**config.mk**
```make
export PLATFORM = sky130hd
export DESIGN_NAME = mouse_motion_scan_latch
export DESIGN_NICKNAME = d
export VERILOG_FILES = /design/src/design/mmsl_pkg.sv /design/src/design/mmsl_out_fifo.sv /design/src/design/mouse_motion_scan_latch.sv
export SDC_FILE = /design/constraint.sdc
export NUM_CORES = 1
export LEC_CHECK = 0
export BUFFER_PORTS_ARGS = -buffer_cell sky130_fd_sc_hd__buf_2
export CORE_MARGIN = 2
export CORE_UTILIZATION = 60
export CTS_CLUSTER_SIZE = 30
export DETAILED_ROUTE_END_ITERATION = 12
export PLACE_DENSITY = 0.82
export SLEW_MARGIN = 20
export SYNTH_ARGS = -nofsm -noshare
export SYNTH_HDL_FRONTEND = slang
export SYNTH_SLANG_ARGS = --single-unit
```
**constraint.sdc**
```tcl
create_clock -name clk -period 7.2 [get_ports clk]
set_clock_uncertainty 0.1 [all_clocks]
set_input_delay 0.72 -clock clk [delete_from_list [all_inputs] [get_ports clk]]
set_output_delay 0.72 -clock clk [all_outputs]
set_load 0.02 [all_outputs]
```
**src/design/mmsl_pkg.sv**
```systemverilog
`default_nettype none

package mmsl_pkg;

	localparam logic [7:0]  WORD_TAG      = 8'h2F;
	localparam logic [7:0]  BUTTONS_RESET = 8'hFF;
	localparam logic [15:0] PERIOD_RESET  = 16'd7000;
	localparam logic [16:0] ELAPSED_MAX   = 17'h1FFFF;
	localparam int          OUT_DEPTH     = 4;

	typedef enum logic [1:0] {
		OP_REPORT = 2'd0,
		OP_LATCH  = 2'd1,
		OP_TICK   = 2'd2
	} opcode_t;

	typedef struct packed {
		logic [31:0] word;
		logic        last;
	} out_entry_t;

	// one or two words written into the output queue in one cycle
	typedef struct packed {
		logic       one;
		logic       two;
		out_entry_t first;
		out_entry_t second;
	} push_t;

	function automatic logic [31:0] build_word(logic [15:0] sx, logic [15:0] sy,
		logic [7:0] btn);
		logic [15:0] xi;
		logic [15:0] yi;
		xi = ~sx;
		yi = ~sy;
		return {WORD_TAG, btn, xi[8:1], yi[8:1]};
	endfunction

endpackage

`default_nettype wire

```
**src/design/mmsl_out_fifo.sv**
```systemverilog
`default_nettype none

module mmsl_out_fifo #(
	parameter int DEPTH = mmsl_pkg::OUT_DEPTH
) (
	input  wire logic               clk,
	input  wire logic               arst_n,
	input  wire mmsl_pkg::push_t    push,
	output logic                    room2,
	output logic                    out_valid,
	input  wire logic               out_ready,
	output mmsl_pkg::out_entry_t    out_entry
);

	localparam int PW = $clog2(DEPTH);
	localparam int CW = $clog2(DEPTH + 1);
	localparam logic [PW-1:0] LAST_IDX = PW'(DEPTH - 1);

	mmsl_pkg::out_entry_t mem [DEPTH];
	logic [PW-1:0] wr_ptr_q, rd_ptr_q, wr_next;
	logic [CW-1:0] count_q;
	logic          pop;

	function automatic logic [PW-1:0] wrap_inc(logic [PW-1:0] p);
		return (p == LAST_IDX) ? '0 : p + 1'b1;
	endfunction

	assign pop       = out_valid && out_ready;
	assign out_valid = (count_q != '0);
	assign room2     = (count_q <= CW'(DEPTH - 2));
	assign out_entry = mem[rd_ptr_q];
	assign wr_next   = wrap_inc(wr_ptr_q);

	always_ff @(posedge clk) begin
		if (push.one) begin
			mem[wr_ptr_q] <= push.first;
		end
		if (push.two) begin
			mem[wr_next] <= push.second;
		end
	end

	always_ff @(posedge clk or negedge arst_n) begin
		if (!arst_n) begin
			wr_ptr_q <= '0;
			rd_ptr_q <= '0;
			count_q  <= '0;
		end else begin
			if (push.two) begin
				wr_ptr_q <= wrap_inc(wr_next);
			end else if (push.one) begin
				wr_ptr_q <= wr_next;
			end
			if (pop) begin
				rd_ptr_q <= wrap_inc(rd_ptr_q);
			end
			count_q <= count_q + CW'(push.one) + CW'(push.two) - CW'(pop);
		end
	end

endmodule

`default_nettype wire

```
**src/design/mouse_motion_scan_latch.sv**
```systemverilog
`default_nettype none

// Mouse motion accumulator for a console mouse port. Each accepted word on the
// input side is a mouse report (adds signed dx/dy to 16-bit wrapping totals and
// records buttons), a scan latch edge (locks the snapshot) or a 1 us tick
// (advances the unlock timer; past unlock_period_us it debits the reported
// motion and unlocks). Every event that pushes a port word shows it on the
// output side as {0x2F, buttons, ~x[8:1], ~y[8:1]}; last marks the final word
// of an event, so a timeout gives two words (first with last = 0). Rate: one
// input word per cycle. An accepted word is held in the input register, is
// evaluated there against the block state and its words land in a small
// output queue (OUT_DEPTH entries), visible on the cycle after. The input
// stalls only while the queue has fewer than two free slots; the output drains
// one word per cycle while out_ready is high. unlock_period_us may be written
// whenever the block is idle and takes effect on the next tick.
module mouse_motion_scan_latch #(
	parameter int OUT_DEPTH = mmsl_pkg::OUT_DEPTH
) (
	input  wire logic               clk,
	input  wire logic               arst_n,
	// configuration
	input  wire logic               cfg_we,
	input  wire logic [15:0]        cfg_wdata,
	// input words
	input  wire logic               in_valid,
	output logic                    in_ready,
	input  wire logic [1:0]         opcode,
	input  wire logic [7:0]         button_bits,
	input  wire logic signed [7:0]  move_x,
	input  wire logic signed [7:0]  move_y,
	// output words
	output logic                    out_valid,
	input  wire logic               out_ready,
	output logic [31:0]             port_word,
	output logic                    last
);

	// input register
	logic        valid_s1;
	logic [1:0]  op_s1;
	logic [7:0]  btn_s1;
	logic [7:0]  mx_s1, my_s1;

	// block state
	logic [15:0] period_q;
	logic [15:0] total_x_q, total_y_q;
	logic [15:0] snap_x_q, snap_y_q;
	logic [7:0]  latest_btn_q, snap_btn_q;
	logic        locked_q, taken_q;
	logic [16:0] elapsed_q;

	// next state
	logic [15:0] total_x_d, total_y_d, snap_x_d, snap_y_d;
	logic [7:0]  latest_btn_d, snap_btn_d;
	logic        locked_d, taken_d;
	logic [16:0] elapsed_d;

	logic [15:0] sum_x, sum_y;
	logic [16:0] elapsed_inc;
	logic [31:0] word_now;
	logic        advance, room2;
	mmsl_pkg::push_t      push;
	mmsl_pkg::out_entry_t out_entry;

	assign advance  = valid_s1 && room2;
	assign in_ready = !valid_s1 || advance;

	always_ff @(posedge clk or negedge arst_n) begin
		if (!arst_n) begin
			valid_s1 <= 1'b0;
		end else if (in_ready) begin
			valid_s1 <= in_valid;
		end
	end

	always_ff @(posedge clk) begin
		if (in_ready && in_valid) begin
			op_s1  <= opcode;
			btn_s1 <= button_bits;
			mx_s1  <= move_x;
			my_s1  <= move_y;
		end
	end

	assign sum_x       = total_x_q + {{8{mx_s1[7]}}, mx_s1};
	assign sum_y       = total_y_q + {{8{my_s1[7]}}, my_s1};
	assign elapsed_inc = (elapsed_q == mmsl_pkg::ELAPSED_MAX) ? elapsed_q
	                     : elapsed_q + 17'd1;
	// the held word always matches the current snapshot
	assign word_now    = mmsl_pkg::build_word(snap_x_q, snap_y_q, snap_btn_q);

	always_comb begin
		total_x_d    = total_x_q;
		total_y_d    = total_y_q;
		snap_x_d     = snap_x_q;
		snap_y_d     = snap_y_q;
		latest_btn_d = latest_btn_q;
		snap_btn_d   = snap_btn_q;
		locked_d     = locked_q;
		taken_d      = taken_q;
		elapsed_d    = elapsed_q;
		push         = '0;
		push.first   = '{word: word_now, last: 1'b1};
		case (mmsl_pkg::opcode_t'(op_s1))
			mmsl_pkg::OP_REPORT: begin
				total_x_d    = sum_x;
				total_y_d    = sum_y;
				latest_btn_d = btn_s1;
				if (!locked_q) begin
					snap_x_d   = sum_x;
					snap_y_d   = sum_y;
					snap_btn_d = btn_s1;
					push.one   = 1'b1;
					push.first = '{word: mmsl_pkg::build_word(sum_x, sum_y, btn_s1),
					               last: 1'b1};
				end
			end
			mmsl_pkg::OP_LATCH: begin
				// latch while locked is a repeated scan: ignored
				if (!locked_q) begin
					locked_d  = 1'b1;
					taken_d   = 1'b1;
					elapsed_d = '0;
					push.one  = 1'b1;
				end
			end
			mmsl_pkg::OP_TICK: begin
				elapsed_d = elapsed_inc;
				if (elapsed_inc > {1'b0, period_q}) begin
					// timeout: word before debit, then word after unlock
					push.one   = 1'b1;
					push.two   = 1'b1;
					push.first = '{word: word_now, last: 1'b0};
					if (taken_q) begin
						total_x_d  = total_x_q - snap_x_q;
						total_y_d  = total_y_q - snap_y_q;
						snap_x_d   = '0;
						snap_y_d   = '0;
						snap_btn_d = latest_btn_q;
						taken_d    = 1'b0;
					end
					locked_d    = 1'b0;
					elapsed_d   = '0;
					push.second = '{word: mmsl_pkg::build_word(snap_x_d, snap_y_d, snap_btn_d),
					                last: 1'b1};
				end
			end
			default: begin
				// unused opcode: no effect
			end
		endcase
		if (!advance) begin
			push.one = 1'b0;
			push.two = 1'b0;
		end
	end

	always_ff @(posedge clk or negedge arst_n) begin
		if (!arst_n) begin
			period_q     <= mmsl_pkg::PERIOD_RESET;
			total_x_q    <= '0;
			total_y_q    <= '0;
			snap_x_q     <= '0;
			snap_y_q     <= '0;
			latest_btn_q <= mmsl_pkg::BUTTONS_RESET;
			snap_btn_q   <= mmsl_pkg::BUTTONS_RESET;
			locked_q     <= 1'b0;
			taken_q      <= 1'b0;
			elapsed_q    <= '0;
		end else begin
			if (cfg_we) begin
				period_q <= cfg_wdata;
			end
			if (advance) begin
				total_x_q    <= total_x_d;
				total_y_q    <= total_y_d;
				snap_x_q     <= snap_x_d;
				snap_y_q     <= snap_y_d;
				latest_btn_q <= latest_btn_d;
				snap_btn_q   <= snap_btn_d;
				locked_q     <= locked_d;
				taken_q      <= taken_d;
				elapsed_q    <= elapsed_d;
			end
		end
	end

	mmsl_out_fifo #(
		.DEPTH(OUT_DEPTH)
	) u_out_fifo (
		.clk      (clk),
		.arst_n   (arst_n),
		.push     (push),
		.room2    (room2),
		.out_valid(out_valid),
		.out_ready(out_ready),
		.out_entry(out_entry)
	);

	assign port_word = out_entry.word;
	assign last      = out_entry.last;

endmodule

`default_nettype wire

```
==> summary.md, run 1 <==
| Metric | Value |
|---|---|
| Initial DRC count | 738 |
| Status | complete, no violations |
| Setup_tns | 0 ps |
| Syn_area_per_cell | between 10 and 15 um^2 |
| Area of the die | about 22,000 um^2 |
| Part of the power in registers | 34.7% |
| # IOs | 82 |
| Port Buffers | 78 |
| Area Overhead vs Synth | 11.1% |
| Initial antenna violation count | 0 |
| Cell area after synthesis | 12,500 um^2 |
| H-Tree Level Count | 1 |
| Clock latency on the worst-skew pair | around 520 ps |
| Layout cells sized above 1 | 20.3% |
| Final hold vios | 0 |
| Initial Util | between 60 and 70% |
| VDD IR max | 0.000240 V |
| CTS resizes | 0 |
| Die Wd | 148 um |
| Final GP Congestion | 0.901 |
| Period minus WS final | 5270 ps |
| NetSw | 2.30 mW |
| Global-route wire length before repair | 43,600 um |
| Drt pass-1 iters | 5 |
| Largest net degree at the start of global routing | 60 |
| Type of the worst min-delay path | input port to async pin |
| WL per Instance | between 15 and 20 um |
| Most common cell after layout, fill and taps aside | edfxtp_1 |
| Root Buffer | clkbuf_16 |
| Unique masters post-synth | between 60 and 70 |
| Fin crit share | between 70% and 80% |
| Diodes inserted | 0 |
| Synth area leaders | edfxtp_1 (31%), dfrtp_1 (14%), mux2i_1 (7.4%) |
| Synth Register Bits | between 200 and 250 |
| Post-CTS setup buffers | 0 |
| Actual slew at the worst max-slew pin | 1030 ps |
| Register area share after synthesis | approximately half |
| CP max FO | 26 |
| Number of global-route vias before repair | 8,488 |
| GRT met1 Usage | 35.4% |
| Sw frac | 38.7% |
| Cells after synthesis | 1,058 |
| Remaining DRCs | 0 |
| Max Freq | 0.190 GHz |
| CTS Buffer Depth | 3 |
| Top delay family on crit path | simple AND/OR/NAND/NOR gates |
| Worst path slowest cell | nand3_2 |
| Clk pin slew, worst setup/hold paths | 60 ps |
| Gr usage total | 24.8% |
| DP Area | roughly 13,000 um^2 |
| Pleak | between 5 and 6 nW |
| Warnings from Yosys | 0 |
| Gr ovfl total | 0 |
| Commonest non-fill, non-tap cells in the layout | edfxtp_1 (130), nand2_1 (119), mux2i_1 (92) |
| Clock sink count | 225 |
| CTS Buf Count | 24 |
| Fill count | 1,390 |
| CTS tree | done |
| Via Count | 8,422 |
| Routing usage on met2 | between 40% and 50% |
| GR Util met3 | 4.17% |
| Ys async rst share | 42.2% |
| CP arrival | 5350 ps |
| Max-Cap Viols | 0 |
| Top Usage Layer GRT | met2 |
| Critical path buffer and inverter count | 1 |
| Power Internal | 3.65 mW |
| Core area | 20,400 um^2 |
| Main synth FF type | edfxtp_1 |
| Logic pwr share | 44.6% |
| CP Launch Type | flop |
| Required time of the critical path | 7280 ps |
| HPWL Detailed | 18,600 um |
| WHS | 58.1 ps |
| Final setup viols | 0 |
| Drt total wl | 26,400 um |
| RSZ-0062 raised after global routing | false |
| Most used cell, CP | and4_1 |
| PD cells | 429 nW/um^2 |
| Slew Viols, Final | 0 |
| Post-synth EDFFs | 130 |
| Clock power share | 20.7% |
| Final Cell Area | 13,900 um^2 |
| Antenna-violating nets left | 0 |
| Rows | 52 |
| Die extent in y | 148 um |
| Hold-fix buffers at CTS | 0 |
| Kind of critical path | flop to flop |
| Final #Nets | 1,235 |
| CP cell instances | and4_1 -> and4_1 -> a21oi_1 -> and3_1 -> xor2_1 -> ha_1 -> nand4_1 -> nor3_4 -> o21ai_1 -> a22o_2 -> a21oi_4 -> nand3_2 -> a21oi_2 -> buf_4 |
| Max_slew headroom | between 30% and 40% |
| Vias/cell | 5.96 |
| Top cell type's share of synthesized area | 31.3% |
| CP max stage delay | 690 ps |
| Synth area leader | edfxtp_1 |
| Crit end category | flop |
worst paths after layout:
path	slack (ps)	to	cells after the start	from
min in group clk	270	mx_s1[1]	1	move_x[1]
max in group asynchronous	5790	total_x_q[8]	2	arst_n
hold / removal	60	period_q[2]	1	arst_n
hold reg to reg	390	total_x_q[8]	1	total_x_q[8]
setup / recovery	1930	u_out_fifo.mem[0][22]	14	elapsed_q[12]
setup reg to reg	1930	u_out_fifo.mem[0][22]	14	elapsed_q[12]
synthesized netlist by cell type, types with 23 or more instances:
library cell  count
mux2_2           23
clkbuf_1         24
inv_1            52
mux2i_1          92
nor2_1           60
a21oi_1          37
dfstp_2          23
dfrtp_1          72
edfxtp_1        130
mux4_2           26
ha_1             57
nand2_1         119
o21ai_0          60
layout make-up:
type	count	area, um^2	area share, %
flip-flops and latches	225	6310	45.5
multi-input cells	731	5750	41.4
clock buffers	41	744	5.36
repair buffers	91	490	3.53
well taps	270	338	2.43
inverters	52	195	1.41
clock inverters	3	51.3	0.369
cell families after synthesis:
| group | synth area share [%] |
|---|---|
| AOI/OAI and AO/OA | 9.97 |
| muxes | 14.9 |
| buffers and inverters | 4.03 |
| other | 0.0601 |
| DFF | 50.5 |
| and+or+nand+nor | 11.0 |
| xor gates and xnor gates | 2.87 |
| adders and majority gates | 6.67 |
registers in the layout, indices dropped and copies added, names as in the netlist:
| register | flops |
|---|---|
| u_out_fifo.count_q | 3 |
| latest_btn_q | 8 |
| total_y_q | 9 |
| op_s1 | 2 |
| locked_q | 1 |
| mx_s1 | 8 |
| valid_s1 | 1 |
| period_q | 16 |
| btn_s1 | 8 |
| snap_x_q | 9 |
| taken_q | 1 |
| u_out_fifo.rd_ptr_q | 2 |
| total_x_q | 9 |
| elapsed_q | 17 |
| snap_btn_q | 8 |
| u_out_fifo.wr_ptr_q | 2 |
| snap_y_q | 9 |
| u_out_fifo.mem | 104 |
| my_s1 | 8 |
metal layers:
metal	share of wire, %	vias to the layer above
li1	-	3998
met1	45	4113
met2	46	269
met3	6.5	42
met4	1.9	0
met5	0	-
through the flow:
step	utilization [%]	cells	total power, mW	worst slack (ps)
after CTS	68.2	1413	5.96	1970
after detailed placement	64.3	1369	4.71	2000
final	68.2	1413	5.96	1930
after floorplan	-	1063	4.02	2190
after global placement	64.3	1369	4.59	2170
after global routing	68.2	1413	6.35	1570
power by group through the flow:
stage | sequential, mW | combinational [mW] | clock, mW
floorplan | 1.97 | 2.05 | 0
global placement | 2.07 | 2.52 | 0
detailed placement | 2.09 | 2.62 | 0
CTS | 2.07 | 2.64 | 1.25
global route | 2.11 | 2.95 | 1.30
finish | 2.07 | 2.66 | 1.23
Note: power is estimated with default switching activity, not from simulation.
==> run 2, diff against run 1 <==
--- a/config.mk
+++ b/config.mk
@@ -5,12 +5,13 @@
 export SDC_FILE = /design/constraint.sdc
 export NUM_CORES = 1
 export LEC_CHECK = 0
+export ABC_AREA = 1
 export BUFFER_PORTS_ARGS = -buffer_cell sky130_fd_sc_hd__buf_2
 export CORE_MARGIN = 2
-export CORE_UTILIZATION = 60
+export CORE_UTILIZATION = 56
 export CTS_CLUSTER_SIZE = 30
 export DETAILED_ROUTE_END_ITERATION = 12
-export PLACE_DENSITY = 0.82
+export PLACE_DENSITY = 0.8
 export SLEW_MARGIN = 20
 export SYNTH_ARGS = -nofsm -noshare
 export SYNTH_HDL_FRONTEND = slang
==> constraint.sdc (replaced) <==
create_clock -name clk -period 4.4 [get_ports clk]
set_clock_uncertainty 0.1 [all_clocks]
set_input_delay 0.44 -clock clk [delete_from_list [all_inputs] [get_ports clk]]
set_output_delay 0.44 -clock clk [all_outputs]
set_load 0.02 [all_outputs]
==> summary.md, run 2 <==
| Metric | Value |
|---|---|
| Status | complete, no violations |
| Most used cell, CP | nand2_2 |
| CP max stage delay | 400 ps (-290 ps) |
| Worst setup path start | elapsed_q[0] |
| Main synth FF type | edfxtp_1 |
| Post-synthesis compound-gate area fraction | 11.4% (+1.4 points) |
| Worst path slowest cell | fa_1 |
| Max Freq | 0.242 GHz (+27%) |
| Required time of the critical path | 4740 ps (-2540 ps) |
| Initial antenna violation count | 1 (+1) |
| Register area share after synthesis | 47.8% (-2.7 points) |
| Port Buffers | 78 (unchanged) |
| Type of the worst min-delay path | input port to flop |
| Global-route wire length before repair | 54,300 um (+24%) |
| PD cells | 645 nW/um^2 (+50%) |
| CP max FO | 5 (-81%) |
| Most common cell after layout, fill and taps aside | nand2_1 |
| Final GP Congestion | 0.901 (about the same) |
| CTS Buf Count | 25 (+4.2%) |
| Top reg by flops | u_out_fifo.mem |
| Synth Area in Adders | 6.32% (-0.35 points) |
| Final setup viols | 0 (unchanged) |
| Drt pass-1 iters | 6 (+1) |
| Initial DRC count | 1,154 (+56%) |
| CTS Buffer Depth | 3 (unchanged) |
| DP Area | 13,800 um^2 (+5.5%) |
| Number of global-route vias before repair | 10,900 (+28%) |
| Via Count | 11,300 (+34%) |
| RSZ-0062 raised after global routing | false |
| Most frequent cell after synthesis | nand2_1 |
| Kind of critical path | flop to flop |
| CP Launch Type | flop |
| Cells after synthesis | 1,612 (+52%) |
| Mux contribution to synthesized area | 0.0854% (-15 points) |
| Design Power | 9.74 mW (+64%) |
| Core area | 23,300 um^2 (+15%) |
| CTS tree | done |
| Number of flip-flops under the largest register name | 104 (unchanged) |
| Drt total wl | 33,000 um (+25%) |
| Max_slew headroom | 42.2% (+11 points) |
| Die Wd | 157 um (+6.2%) |
| Top sig layer | met4 |
| Unique masters post-synth | 46 (-31%) |
| Clk pin slew, worst setup/hold paths | 60 ps (about the same) |
| VDD IR max | 0.000328 V (+37%) |
| # IOs | 82 (unchanged) |
| Final #Nets | 1,824 (+48%) |
| WL per Instance | 16.1 um (-14%) |
| Worst hold start | cfg_wdata[13] |
| Post-synth EDFFs | 130 (unchanged) |
| Post-synthesis xor/xnor area fraction | 1.93% (-0.95 points) |
| Final Cell Area | 15,100 um^2 (+8.8%) |
| Final hold vios | 0 (unchanged) |
| Period minus WS final | 4140 ps (-1130 ps) |
| Area Overhead vs Synth | 14.5% |
| Commonest non-fill, non-tap cells in the layout | nand2_1 (541), o21ai_0 (182), inv_1 (163) |
| Most common library cells after synthesis | nand2_1 (545), o21ai_0 (182), inv_1 (165) |
| Vias/cell | 5.49 (-7.9%) |
| Reg2reg start | elapsed_q[0] |
| Gr usage total | 27.5% (+2.7 points) |
| Actual slew at the worst max-slew pin | 867 ps (-164 ps) |
| Crit end category | flop |
| Fill count | 1,887 (+36%) |
| Syn_area_per_cell | 8.18 um^2 (-31%) |
| Clock latency on the worst-skew pair | 550 ps (+30 ps) |
| Layout Utilization | 64.8% (-3.4 points) |
| Top cell type's share of synthesized area | 29.6% (-1.7 points) |
| Max-Cap Viols | 0 (unchanged) |
| Area of the die | 24,800 um^2 (+13%) |
| Ys async rst share | 42.2% (unchanged) |
| Initial Util | 56.5% (-4.8 points) |
| Synth area leader | edfxtp_1 |
| CP arrival | 4480 ps (-870 ps) |
| Pleak | 7.00 nW (+23%) |
| Fin crit share | 94.1% (+21 points) |
| Synth Register Bits | 225 (unchanged) |
| Slew Viols, Final | 0 (unchanged) |
| Met3 routed WL | 2670 um (+57%) |
| H-Tree Level Count | 1 (unchanged) |
| Warnings from Yosys | 0 (unchanged) |
| HPWL Detailed | 22,200 um (+20%) |
| Antenna-violating nets left | 0 (unchanged) |
| Synth area leaders | edfxtp_1 (30%), nand2_1 (16%), dfrtp_1 (14%) |
| Wire length on met2 | 15,500 um (+27%) |
| Top Registers | u_out_fifo.mem x104, elapsed_q x17, period_q x16 |
| Cell area after synthesis | 13,200 um^2 (+5.6%) |
| Gr ovfl total | 0 (unchanged) |
| Remaining DRCs | 0 (unchanged) |
| Simple-Gate Fraction of Synth Area | 24.1% (+13 points) |
| Met1 wire length | 13,800 um (+16%) |
| Largest family of logic cells by synthesized area | simple AND/OR/NAND/NOR gates |
| Layout cells sized above 1 | 13.7% (-6.6 points) |
| Root Buffer | clkbuf_16 |
| Clock sink count | 225 (unchanged) |
| Largest net degree at the start of global routing | 55 (-8.3%) |
| Die extent in y | 157 um (+6.2%) |
| Rows | 56 (+7.7%) |
## run 2: cell count changes after synthesis, moves of 13 or more
cell	before	now
a22o_1	13	0
inv_1	52	165
mux2_2	23	1
mux2i_1	92	0
mux4_2	26	0
nand2_1	119	545
nand3_1	20	53
nand4_1	5	18
nor2_1	60	108
nor2b_1	15	0
o21ai_0	60	182
o22ai_1	7	28
## run 2: worst paths after layout
kind	end	cells after the start	slack (ps)
worst max-delay path	u_out_fifo.count_q[2]	28	260
worst min-delay path	period_q[13]	3	9
worst max register to register	u_out_fifo.count_q[2]	28	260
worst min register to register	snap_btn_q[5]	2	360
max in group asynchronous	snap_btn_q[7]	3	2750
min in group asynchronous	total_y_q[5]	2	390
## run 2: per-layer routing
layer	vias up	global-route usage, %
met3	88	4.30
met5	-	0
met1	5201	37.4
met2	514	45.5
met4	0	8.48
li1	5466	-
## run 2: what timing repair did
action                                 4_1_cts  5_1_grt
setup buffers                                0        4
endpoints found under the hold margin       72        0
hold buffers                                28        0
setup endpoints to repair                    0       56
resized for setup                            0       19
## run 2: logic make-up after synthesis
family / Yosys count
AO/OA/AOI/OAI: 282
XOR/XNOR: 29
adder cells (fa/ha/maj): 63
buffers and inverters: 242
flip-flops: 225
multiplexers: 1
other: 2
AND/OR/NAND/NOR: 768
## run 2: area by class of cell
cell class	count	area (um^2)	share of cell area (%)
inverters	170	638	4.22
repair buffers	142	956	6.33
clock inverters	15	225	1.49
diodes	1	2.50	0.0166
multi-input cells	1150	5890	39.0
flip-flops and latches	225	6310	41.8
clock buffers	30	684	4.53
well taps	319	399	2.64
## run 2: metrics by stage
stage	setup WS [ps]	TNS, ps	cells	hold WS [ps]
finish	261	0	2052	8.93
global route	5.90	0	2051	28.7
CTS	39.0	0	2047	1.94
detailed placement	27.1	0	1974	353
global placement	124	0	1974	352
floorplan	-19.9	-19.9	1617	44.4
## run 2: power breakdown
group	switching, mW	internal (mW)
clock	0.880	1.41
combinational	2.94	1.45
sequential	0.272	2.79
total	4.09	5.65
## run 2: critical path: cells and delay by family (launching register included)
kind	cells	cell delay, ps
buf+inv	6	430
flops	1	380
xor+xnor	2	280
fa+ha+maj	5	1540
simple gates	15	1310
==> run 3, diff against run 2 <==
--- a/config.mk
+++ b/config.mk
@@ -11,7 +11,10 @@
 export CORE_UTILIZATION = 56
 export CTS_CLUSTER_SIZE = 30
 export DETAILED_ROUTE_END_ITERATION = 12
+export GPL_TIMING_DRIVEN = 0
 export PLACE_DENSITY = 0.8
+export RECOVER_POWER = 50
+export SETUP_SLACK_MARGIN = 0.4
 export SLEW_MARGIN = 20
 export SYNTH_ARGS = -nofsm -noshare
 export SYNTH_HDL_FRONTEND = slang
==> summary.md, run 3 (synthesis results as in run 2) <==
| Metric | Value |
|---|---|
| Initial DRC count | 1,376 (+19%) |
| Sw frac | 44.1% (+2.2 points) |
| # IOs | 82 (unchanged) |
| CP Launch Type | flop |
| Die extent in y | 157 um (unchanged) |
| Max_slew headroom | -20.0% (-62 points) |
| Clk pin slew, worst setup/hold paths | 60 ps (about the same) |
| Crit end category | flop |
| Drt pass-1 iters | 7 (+1) |
| Final setup viols | 0 (unchanged) |
| Fin crit share | 97.9% (+3.8 points) |
| Port Buffers | 78 (unchanged) |
| Period minus WS final | 4310 ps (+168 ps) |
| Status | complete, but fails checks |
| PD cells | 625 nW/um^2 (-3.1%) |
| Actual slew at the worst max-slew pin | 1800 ps (+933 ps) |
| Most common cell after layout, fill and taps aside | nand2_1 |
| Max-Cap Viols | 2 (+2) |
| Worst path slowest cell | dfrtp_1 |
| RSZ-0062 raised after global routing | true |
| Register area | 6310 um^2 (unchanged) |
| Commonest non-fill, non-tap cells in the layout | nand2_1 (539), o21ai_0 (183), inv_1 (158) |
| Via Count | 12,000 (+6.4%) |
| Slew Viols, Final | 98 (+98) |
| Area of the die | 24,800 um^2 (unchanged) |
| Clock sink count | 225 (unchanged) |
| VDD IR max | 0.000436 V (+33%) |
| Setup_tns | 0 ps (unchanged) |
| Drt total wl | 38,400 um (+16%) |
| NetSw | 4.36 mW (+6.6%) |
| CP arrival | 4460 ps (-20 ps) |
| Gr ovfl total | 0 (unchanged) |
| CP max stage delay | 390 ps (about the same) |
| CTS Buffer Depth | 3 (unchanged) |
| Layout Utilization | 67.7% (+2.9 points) |
| Diodes inserted | 0 (-1) |
| HPWL Detailed | 25,400 um (+14%) |
| Top reg by flops | u_out_fifo.mem |
| Design Power | 9.87 mW (+1.3%) |
| Layout cells sized above 1 | 14.3% (+0.55 points) |
| Final hold vios | 0 (unchanged) |
| Rows | 56 (unchanged) |
| Final WS setup | 93.0 ps (-168 ps) |
| Failing checks | max-capacitance violations, max-slew violations |
| Die Wd | 157 um (unchanged) |
| Pleak | 7.25 nW (+3.5%) |
| Kind of critical path | flop to flop |
| Initial Util | 56.5% (unchanged) |
| CTS tree | done |
| Power Internal | 5.52 mW (-2.5%) |
| Antenna-violating nets left | 0 (unchanged) |
| Type of the worst min-delay path | input port to flop |
| Placed Cells | 2,017 (+2.2%) |
| Gr usage total | 30.3% (+2.8 points) |
| Global-route wire length before repair | 58,200 um (+7.2%) |
| Logic pwr share | 47.6% (+2.5 points) |
| Clock power share | 21.3% (-2.2 points) |
| Area Overhead vs Synth | 19.7% |
| Clock latency on the worst-skew pair | 530 ps (-20 ps) |
| Area of the multi-input gates | 6030 um^2 (+2.4%) |
| Number of global-route vias before repair | 11,300 (+3.7%) |
| Vias/cell | 5.63 (+2.5%) |
| Dpl ws | -390 ps (-418 ps) |
| Required time of the critical path | 4560 ps (-180 ps) |
| Final #Nets | 1,903 (+4.3%) |
| WL per Instance | 18.0 um (+12%) |
| Part of the power in registers | 31.1% (-0.4 points) |
| Final GP Congestion | 0.974 (+8.1%) |
| H-Tree Level Count | 1 (unchanged) |
| CP max FO | 10 (+5) |
| Max Freq | 0.232 GHz (-3.9%) |
| Top Registers | u_out_fifo.mem x104, elapsed_q x17, period_q x16 |
| Number of flip-flops under the largest register name | 104 (unchanged) |
| Initial antenna violation count | 0 (-1) |
| Core area | 23,300 um^2 (unchanged) |
| CTS Buf Count | 25 (unchanged) |
| Root Buffer | clkbuf_16 |
| Remaining DRCs | 0 (unchanged) |
| Largest net degree at the start of global routing | 67 (+22%) |
| Fill count | 1,782 (-5.6%) |
| Final Non-Filler Cells | 2,131 (+3.8%) |
-- run 3: layout make-up --
class	instances	share of cell area, %
Buffer	72	3.24
Clock inverter	11	0.761
Clock buffer	35	4.39
Multi-Input combinational cell	1152	38.2
Tap cell	319	2.53
Timing Repair Buffer	147	6.84
Sequential cell	225	40.0
Inverter	170	4.09
-- run 3: metrics by stage --
stage / hold WS, ps / cell area [um^2]
6_report: 26.6 / 15800
2_1_floorplan: 44.4 / 13300
4_1_cts: 2.31 / 15600
3_5_place_dp: 249 / 14200
5_1_grt: 40.2 / 15800
3_3_place_gp: 349 / 14100
-- run 3: power groups by stage --
| stage | Combinational, mW | Sequential (mW) | Clock, mW |
|---|---|---|---|
| 3_3_place_gp | 4.32 | 3.08 | 0 |
| 6_report | 4.70 | 3.07 | 2.10 |
| 5_1_grt | 5.23 | 3.11 | 2.19 |
| 3_5_place_dp | 4.47 | 3.09 | 0 |
| 2_1_floorplan | 3.21 | 3.01 | 0 |
| 4_1_cts | 4.55 | 3.05 | 2.11 |
-- run 3: routing by layer --
layer / share of wire [%] / track usage [%]
met1: 40 / 42.1
met2: 46 / 47.9
met3: 11 / 5.97
met4: 3.0 / 9.96
met5: 0 / 0
-- run 3: worst paths after layout --
kind | from | endpoint | slack (ps) | cells after the start
max | elapsed_q[1] | u_out_fifo.mem[2][8] | 90 | 28
min | cfg_wdata[7] | period_q[7] | 30 | 3
min in group asynchronous | arst_n | total_x_q[3] | 800 | 2
max in group asynchronous | arst_n | elapsed_q[2] | 850 | 3
max reg2reg | elapsed_q[1] | u_out_fifo.mem[2][8] | 90 | 28
min reg2reg | snap_btn_q[5] | snap_btn_q[5] | 360 | 2
-- run 3: worst max-delay path: cells and delay by family (launching register included) --
family | cells | cell delay [ps]
AO/OA/AOI/OAI | 1 | 210
XOR/XNOR | 1 | 170
adder cells (fa/ha/maj) | 2 | 520
buffers and inverters | 9 | 1020
flip-flops | 1 | 390
AND/OR/NAND/NOR | 15 | 1630
-- run 3: repair_timing --
item,CTS,global route
buffers inserted,25,10
pin swaps,19,21
gates resized for setup,19,37
cloned,2,4
setup endpoints to repair,118,221
hold buffers,25,2
hold endpoints to repair,53,2
